`src/rtl/core/rws_pkg.sv`:
```
// ----------------------------------------------------------------------------
// rws_pkg
// Shared types and constants for the rain-adaptive wiper sweep controller.
// ----------------------------------------------------------------------------
package rws_pkg;

  localparam int ThrWidth   = 12;
  localparam int PulseWidth = 15;
  localparam int StepWidth  = 8;
  localparam int TimeWidth  = 32;
  localparam int DebWidth   = 16;
  localparam int CfgWidth   = 32;
  localparam int IdxWidth   = 3;
  localparam int LevelWidth = 2;

  localparam logic [ThrWidth-1:0]   DryReset    = 12'd3500;
  localparam logic [ThrWidth-1:0]   LightReset  = 12'd2500;
  localparam logic [ThrWidth-1:0]   MediumReset = 12'd1500;
  localparam logic [CfgWidth-1:0]   StepReset   = 32'h7850_280A;
  localparam logic [PulseWidth-1:0] ParkReset   = 15'd833;
  localparam logic [PulseWidth-1:0] EndReset    = 15'd2500;
  localparam logic [DebWidth-1:0]   DebReset    = 16'd200;

  // Item kinds
  localparam logic KindButton = 1'b0;
  localparam logic KindUpdate = 1'b1;

  typedef enum logic [IdxWidth-1:0] {
    REG_DRY_THR    = 3'd0,
    REG_LIGHT_THR  = 3'd1,
    REG_MEDIUM_THR = 3'd2,
    REG_STEP_TABLE = 3'd3,
    REG_PARK_PULSE = 3'd4,
    REG_END_PULSE  = 3'd5,
    REG_DEBOUNCE   = 3'd6
  } reg_idx_t;

  typedef enum logic [LevelWidth-1:0] {
    LEVEL_NONE   = 2'd0,
    LEVEL_LIGHT  = 2'd1,
    LEVEL_MEDIUM = 2'd2,
    LEVEL_HEAVY  = 2'd3
  } level_t;

  typedef struct packed {
    logic [ThrWidth-1:0]   dry_threshold;
    logic [ThrWidth-1:0]   light_threshold;
    logic [ThrWidth-1:0]   medium_threshold;
    logic [CfgWidth-1:0]   step_table;
    logic [PulseWidth-1:0] park_pulse;
    logic [PulseWidth-1:0] end_pulse;
    logic [DebWidth-1:0]   debounce_ms;
  } cfg_t;

  typedef struct packed {
    logic [PulseWidth-1:0] pulse_width;
    logic                  enabled;
    level_t                wet_level;
    logic                  returning;
  } result_t;

endpackage

```
`src/rtl/core/rws_cfg_regs.sv`:
```
// ----------------------------------------------------------------------------
// rws_cfg_regs
// Configuration register file, written by index; unknown indexes are dropped.
// ----------------------------------------------------------------------------
module rws_cfg_regs (
  input  logic                           clk,
  input  logic                           rst,
  input  logic                           cfg_we,
  input  logic [rws_pkg::IdxWidth-1:0]   cfg_index,
  input  logic [rws_pkg::CfgWidth-1:0]   cfg_data,
  output rws_pkg::cfg_t                  cfg
);

  rws_pkg::cfg_t regs;

  always_ff @(posedge clk) begin
    if (rst) begin
      regs.dry_threshold    <= rws_pkg::DryReset;
      regs.light_threshold  <= rws_pkg::LightReset;
      regs.medium_threshold <= rws_pkg::MediumReset;
      regs.step_table       <= rws_pkg::StepReset;
      regs.park_pulse       <= rws_pkg::ParkReset;
      regs.end_pulse        <= rws_pkg::EndReset;
      regs.debounce_ms      <= rws_pkg::DebReset;
    end else if (cfg_we) begin
      unique case (rws_pkg::reg_idx_t'(cfg_index))
        rws_pkg::REG_DRY_THR:    regs.dry_threshold    <= cfg_data[rws_pkg::ThrWidth-1:0];
        rws_pkg::REG_LIGHT_THR:  regs.light_threshold  <= cfg_data[rws_pkg::ThrWidth-1:0];
        rws_pkg::REG_MEDIUM_THR: regs.medium_threshold <= cfg_data[rws_pkg::ThrWidth-1:0];
        rws_pkg::REG_STEP_TABLE: regs.step_table       <= cfg_data;
        rws_pkg::REG_PARK_PULSE: regs.park_pulse       <= cfg_data[rws_pkg::PulseWidth-1:0];
        rws_pkg::REG_END_PULSE:  regs.end_pulse        <= cfg_data[rws_pkg::PulseWidth-1:0];
        rws_pkg::REG_DEBOUNCE:   regs.debounce_ms      <= cfg_data[rws_pkg::DebWidth-1:0];
        default: ;
      endcase
    end
  end

  assign cfg = regs;

endmodule

```
`src/rtl/core/rws_sweep.sv`:
```
// ----------------------------------------------------------------------------
// rws_sweep
// Wiper state (debounce, toggle, position, direction) and the combinational
// datapath that turns one item into its state update and result.
// ----------------------------------------------------------------------------
module rws_sweep (
  input  logic                             clk,
  input  logic                             rst,
  input  rws_pkg::cfg_t                    cfg,
  input  logic                             fire,
  input  logic                             kind,
  input  logic [rws_pkg::TimeWidth-1:0]    time_ms,
  input  logic [rws_pkg::ThrWidth-1:0]     rain_reading,
  output rws_pkg::result_t                 res
);

  logic                             wiper_on;
  logic                             toggle_pending;
  logic [rws_pkg::TimeWidth-1:0]    last_press;
  logic [rws_pkg::PulseWidth-1:0]   position;
  logic                             moving_back;

  logic [rws_pkg::TimeWidth-1:0]    press_gap;
  logic                             press_ok;
  logic                             wiper_on_next;
  rws_pkg::level_t                  level;
  logic [rws_pkg::StepWidth-1:0]    step;
  logic [rws_pkg::PulseWidth:0]     fwd_sum;
  logic [rws_pkg::PulseWidth-1:0]   step_ext;
  logic [rws_pkg::PulseWidth-1:0]   bwd_diff;
  logic [rws_pkg::PulseWidth-1:0]   position_next;
  logic                             moving_back_next;
  logic [rws_pkg::PulseWidth-1:0]   pulse_lo;

  // Wrap-around distance since the last accepted press
  assign press_gap = time_ms - last_press;
  assign press_ok  = press_gap > {{(rws_pkg::TimeWidth-rws_pkg::DebWidth){1'b0}},
                                  cfg.debounce_ms};

  assign wiper_on_next = wiper_on ^ toggle_pending;

  always_comb begin
    priority if (rain_reading >= cfg.dry_threshold)    level = rws_pkg::LEVEL_NONE;
    else if (rain_reading >= cfg.light_threshold)      level = rws_pkg::LEVEL_LIGHT;
    else if (rain_reading >= cfg.medium_threshold)     level = rws_pkg::LEVEL_MEDIUM;
    else                                               level = rws_pkg::LEVEL_HEAVY;
  end

  assign step     = cfg.step_table[{level, 3'b000} +: rws_pkg::StepWidth];
  assign step_ext = {{(rws_pkg::PulseWidth-rws_pkg::StepWidth){1'b0}}, step};
  assign fwd_sum  = {1'b0, position} + {1'b0, step_ext};
  // saturates at zero
  assign bwd_diff = (position > step_ext) ? (position - step_ext) : '0;

  always_comb begin
    position_next    = cfg.park_pulse;
    moving_back_next = 1'b0;
    if (wiper_on_next) begin
      if (!moving_back) begin
        if (fwd_sum >= {1'b0, cfg.end_pulse}) begin
          position_next    = cfg.end_pulse;
          moving_back_next = 1'b1;
        end else begin
          position_next    = fwd_sum[rws_pkg::PulseWidth-1:0];
        end
      end else begin
        if (bwd_diff <= cfg.park_pulse) begin
          position_next    = cfg.park_pulse;
          moving_back_next = 1'b0;
        end else begin
          position_next    = bwd_diff;
          moving_back_next = 1'b1;
        end
      end
    end
  end

  // Output clamp: up to park first, then down to end
  assign pulse_lo = (position_next < cfg.park_pulse) ? cfg.park_pulse : position_next;

  always_comb begin
    res.pulse_width = (pulse_lo > cfg.end_pulse) ? cfg.end_pulse : pulse_lo;
    res.enabled     = wiper_on_next;
    res.wet_level   = wiper_on_next ? level : rws_pkg::LEVEL_NONE;
    res.returning   = moving_back_next;
  end

  always_ff @(posedge clk) begin
    if (rst) begin
      wiper_on       <= 1'b0;
      toggle_pending <= 1'b0;
      last_press     <= '0;
      position       <= rws_pkg::ParkReset;
      moving_back    <= 1'b0;
    end else if (fire) begin
      if (kind == rws_pkg::KindButton) begin
        if (press_ok) begin
          toggle_pending <= 1'b1;
          last_press     <= time_ms;
        end
      end else begin
        toggle_pending <= 1'b0;
        wiper_on       <= wiper_on_next;
        position       <= position_next;
        moving_back    <= moving_back_next;
      end
    end
  end

endmodule

```
`src/rtl/core/rain_adaptive_wiper_sweep.sv`:
```
// ----------------------------------------------------------------------------
// rain_adaptive_wiper_sweep
// Top level: input register, sweep datapath and result register.
// ----------------------------------------------------------------------------
// Takes one item per clock while item_stall is low. A button item is debounced
// against the last accepted press and gives no result; an update item gives
// exactly one result, held first in the input register, where the debounce,
// toggle, classify and sweep step are all worked out, then in the result
// register. The input register keeps taking items while a result waits in
// the result register; only a waiting update item behind a stalled result
// holds off new items. Configuration takes effect at the next item.
module rain_adaptive_wiper_sweep (
  input  logic                             clk,
  input  logic                             rst,
  input  logic                             cfg_we,
  input  logic [rws_pkg::IdxWidth-1:0]     cfg_index,
  input  logic [rws_pkg::CfgWidth-1:0]     cfg_data,
  input  logic                             item_valid,
  output logic                             item_stall,
  input  logic                             kind,
  input  logic [rws_pkg::TimeWidth-1:0]    time_ms,
  input  logic [rws_pkg::ThrWidth-1:0]     rain_reading,
  output logic                             result_valid,
  input  logic                             result_stall,
  output logic [rws_pkg::PulseWidth-1:0]   pulse_width,
  output logic                             enabled,
  output logic [rws_pkg::LevelWidth-1:0]   wet_level,
  output logic                             returning
);

  rws_pkg::cfg_t                    cfg;
  rws_pkg::result_t                 res;

  logic                             hold_valid;
  logic                             hold_kind;
  logic [rws_pkg::TimeWidth-1:0]    hold_time;
  logic [rws_pkg::ThrWidth-1:0]     hold_reading;

  logic                             out_free;
  logic                             fire;
  logic                             load_result;
  logic                             take_item;
  rws_pkg::result_t                 result;

  rws_cfg_regs u_cfg (
    .clk       (clk),
    .rst       (rst),
    .cfg_we    (cfg_we),
    .cfg_index (cfg_index),
    .cfg_data  (cfg_data),
    .cfg       (cfg)
  );

  rws_sweep u_sweep (
    .clk          (clk),
    .rst          (rst),
    .cfg          (cfg),
    .fire         (fire),
    .kind         (hold_kind),
    .time_ms      (hold_time),
    .rain_reading (hold_reading),
    .res          (res)
  );

  assign out_free    = !result_valid || !result_stall;
  // button items never need the result register
  assign fire        = hold_valid && ((hold_kind == rws_pkg::KindButton) || out_free);
  assign load_result = fire && (hold_kind == rws_pkg::KindUpdate);
  assign item_stall  = hold_valid && !fire;
  assign take_item   = item_valid && !item_stall;

  always_ff @(posedge clk) begin
    if (rst) begin
      hold_valid <= 1'b0;
    end else if (take_item) begin
      hold_valid <= 1'b1;
    end else if (fire) begin
      hold_valid <= 1'b0;
    end
  end

  always_ff @(posedge clk) begin
    if (take_item) begin
      hold_kind    <= kind;
      hold_time    <= time_ms;
      hold_reading <= rain_reading;
    end
  end

  always_ff @(posedge clk) begin
    if (rst) begin
      result_valid <= 1'b0;
    end else if (load_result) begin
      result_valid <= 1'b1;
    end else if (!result_stall) begin
      result_valid <= 1'b0;
    end
  end

  always_ff @(posedge clk) begin
    if (load_result) begin
      result <= res;
    end
  end

  assign pulse_width = result.pulse_width;
  assign enabled     = result.enabled;
  assign wet_level   = result.wet_level;
  assign returning   = result.returning;

endmodule

```
`config.mk`:
```
export PLATFORM = sky130hd
export DESIGN_NAME = rain_adaptive_wiper_sweep
export DESIGN_NICKNAME = d
export VERILOG_FILES = /design/src/rtl/core/rws_pkg.sv /design/src/rtl/core/rws_cfg_regs.sv /design/src/rtl/core/rws_sweep.sv /design/src/rtl/core/rain_adaptive_wiper_sweep.sv
export SDC_FILE = /design/constraint.sdc
export NUM_CORES = 1
export LEC_CHECK = 0
export BUFFER_PORTS_ARGS = -buffer_cell sky130_fd_sc_hd__buf_2
export CAP_MARGIN = 20
export CELL_PAD_IN_SITES_DETAIL_PLACEMENT = 0
export CELL_PAD_IN_SITES_GLOBAL_PLACEMENT = 1
export CORE_UTILIZATION = 40
export DETAILED_ROUTE_END_ITERATION = 12
export GPL_ROUTABILITY_DRIVEN = 0
export PLACE_DENSITY_LB_ADDON = 0.1
export SLEW_MARGIN = 20
export SYNTH_ARGS = -nofsm -noshare
export SYNTH_HDL_FRONTEND = slang
export SYNTH_SLANG_ARGS = --single-unit
```
`constraint.sdc`:
```
create_clock -name clk -period 12.8 [get_ports clk]
set_input_delay 2.56 -clock clk [delete_from_list [all_inputs] [get_ports clk]]
set_output_delay 2.56 -clock clk [all_outputs]
set_load 0.05 [all_outputs]
```
==> impl_metrics.csv <==
group,metric,value,unit
run_status,status,"completed",
clock_network,h-tree-depth,1,
detailed_routing,antenna_left,0,
logic_synthesis,yosys_register_bits,230,
worst_hold_path,hold_start,"u_cfg.cfg[87]",
critical_path,reg2reg_depth,49,
cells_and_area,layout_common_cells,"nand2_1, a21oi_1, dfxtp_1, ha_1, inv_1",
clock_network,clock_sinks,230,
timing,setup_viol,0,
critical_path,crit_required,13.12,ns
clock_network,clk_latency,0.58,ns
timing,worst_pin_slew,1.11,ns
floorplanning,num_rows,70,
worst_hold_path,holdPathEnd,"u_cfg.cfg[87]",
floorplanning,core_area,36600,um2
floorplanning,die_h,195,um
run,max_cap_violations,0,
timing,holdWs,0.454,ns
logic_synthesis,syn_inst,1739,
clock_network,clock_path_buffers,3,
critical_path,critPathKind,"reg2reg",
logic_synthesis,avgSynthCellArea,8.56,um2
pwr,power.total,2.16,mW
timing,fmax,84.7,MHz
logic_synthesis,yosysSeqAreaShare,35.2,%
detailed_routing,wl,41.8,mm
critical_path,worst_setup_path_start_kind,"flip-flop",
detailed_routing,avgRoutedWirePerCell,18.1,um
logic_synthesis,synth-main-ff-cell,"dfxtp_1",
logic_synthesis,ys_types,70,
detailed_routing,via_per_inst,5.33,
place,hpwl,31.4,mm
logic_synthesis,async_flop_share,0,%
logic_synthesis,synth_edf_count,64,
detailed_routing,drt-initial-drc-count,803,
timing,maxSlewViolCount,0,
timing,finalCritPeriodShare,92.2,%
logic_synthesis,synth_area,14900,um2
critical_path,reg2reg_to,"pulse_width[11]",
clock_network,numCtsBuffers,29,
timing,setup_tns,0,ns
cells_and_area,syn_to_final_growth,13.0,%
critical_path,cpMaxStageDelayCell,"or3_1",
critical_path,critPathCaptureType,"flip-flop",
cells_and_area,final_common_cell,"nand2_1",
logic_synthesis,syn_nets,1985,
logic_synthesis,synth_warnings,0,
floorplanning,dieArea,38000,um2
timing,slew-limit-headroom,25.6,%
floorplanning,io_pins,106,
critical_path,r2r_setup_slack,1.0,ns
pwr,worst_ir_drop_vdd,99.1,uV
timing,fin_skew,0.0111,ns
global_routing,grt_usage,21.8,%
cells_and_area,n_fill_cell,3665,
global_routing,grt_pass1_vias,11750,
clock_network,clkTransAtPathRegs,0.06,ns
place,port_buffers,105,
worst_hold_path,hold_class,"reg2reg",
clock_network,cts-root-buf,"clkbuf_16",
floorplanning,fp.dieW,195,um
cells_and_area,nNetsFinal,2060,
critical_path,crit-reg2reg-launch,"hold_reading[0]",
detailed_routing,vias,12310,
timing,period_minus_slack,11.80,ns
pwr,leakagePower,7.00,nW
global_routing,antenna_found_initial,5,
cells_and_area,layout-drive-gt1-share,10.9,%
timing,rsz0062_at_grt,"false",
timing,hold_viol_final,0,
global_routing,grt_max_degree,105,
critical_path,cp_data_arrival_time,12.12,ns
critical_path,critical_path.max_stage_delay,0.49,ns
critical_path,crit_path_frequent_cell,"a21o_1",
critical_path,worstPathMaxFanout,17,
worst_hold_path,hold_path_depth,2,
detailed_routing,drtPass1Iterations,5,
floorplanning,start_util,40.7,%
detailed_routing,drc,0,
global_routing,grt_pass1_wl,65.1,mm
pwr,p_per_area,129,nW/um2
clock_network,cts_tree,"built",
global_routing,grt_overflow,0,
state kept, by name, indices dropped and copies added, names as in the netlist, 2 cells and up:
signal	cells
u_sweep.last_press	32
hold_reading	12
u_sweep.position	15
wet_level	2
hold_time	32
u_cfg.cfg	114
pulse_width	15
through the flow:
stage                     area (um2)  setup WS [ns]  utilization (%)  instances
after floorplan                14900           1.82                -       1739
after global placement         15800          0.975             43.2       2251
after detailed placement       15800          0.834             43.2       2251
after CTS                      16800          0.784             45.9       2304
after global routing           16800          0.195             45.9       2304
final                          16800          0.999             46.0       2308
area by class of cell:
| cell class | instances | area, um2 | share of cell area (%) |
|---|---|---|---|
| multi-input combinational | 1283 | 8780 | 52.2 |
| timing repair buffer | 121 | 648 | 3.85 |
| inverter | 149 | 559 | 3.32 |
| antenna | 4 | 10.0 | 0.0595 |
| clock buffer | 32 | 747 | 4.44 |
| sequential | 230 | 5250 | 31.2 |
| clock inverter | 21 | 246 | 1.47 |
| tap | 468 | 586 | 3.48 |
cells in the mapped netlist (all sizes together), types with 18 or more instances:
library cell / count / area [um2]
nand3: 19 / 95.1
nand2: 242 / 908
nand4: 24 / 150
inv: 146 / 548
ha: 158 / 1980
a211o: 28 / 245
dfxtp: 166 / 3320
edfxtp: 64 / 1920
nor2: 109 / 412
nor2b: 24 / 150
a21oi: 173 / 873
nand3b: 20 / 150
clkbuf: 64 / 240
xnor2: 30 / 263
o21ai: 50 / 250
a21o: 39 / 293
nand2b: 88 / 551
mux2i: 50 / 500
nor3: 18 / 90.1
mux2: 29 / 327
how the worst max path moves through the flow:
stage	slack, ns	to	startpoint	cells after the start
after detailed placement	0.83	pulse_width[11]	hold_reading[0]	51
after CTS	0.78	pulse_width[11]	hold_reading[0]	51
after global routing	0.19	pulse_width[13]	hold_reading[0]	51
final	1.0	pulse_width[11]	hold_reading[0]	49
after floorplan	1.82	pulse_width[10]	hold_reading[0]	55
after global placement	0.98	pulse_width[8]	hold_reading[0]	51
layer usage:
| layer | share of wire [%] | global-route usage [%] | vias to the layer above |
|---|---|---|---|
| met5 | 0.029 | 0 | - |
| met4 | 2.5 | 6.18 | 2 |
| met3 | 4.3 | 3.21 | 63 |
| met2 | 44 | 34.1 | 247 |
| met1 | 50 | 31.0 | 5746 |
| li1 | - | - | 6252 |
logic make-up (layout without fill, tap and decap cells):
kind of cell	after synthesis	after routing	synth area share (%)
buf+inv	226	323	6.08
fa+ha+maj	161	161	13.7
flops	230	230	35.2
mux	79	79	5.56
xor+xnor	42	42	2.47
other cells	0	4	0
compound gates	408	408	18.0
simple gates	593	593	19.0
worst max-delay path: cells and delay by family (launching register included):
kind / cells / cell delay [ns]
fa+ha+maj: 5 / 1.63
buf+inv: 3 / 0.42
xor+xnor: 1 / 0.33
mux: 3 / 0.84
simple gates: 10 / 1.97
flops: 1 / 0.36
compound gates: 27 / 5.93
power by group:
| group | internal (mW) | switching (mW) | total, mW |
|---|---|---|---|
| combinational | 0.205 | 0.304 | 0.509 |
| clock | 0.521 | 0.336 | 0.857 |
| sequential | 0.779 | 0.0187 | 0.798 |
what timing repair did:
action	CTS	global route
setup buffers	0	0
setup endpoints to repair	0	14
resized for setup	0	1
hold buffers	0	0
No activity file was read; power rests on OpenSTA's default activity.
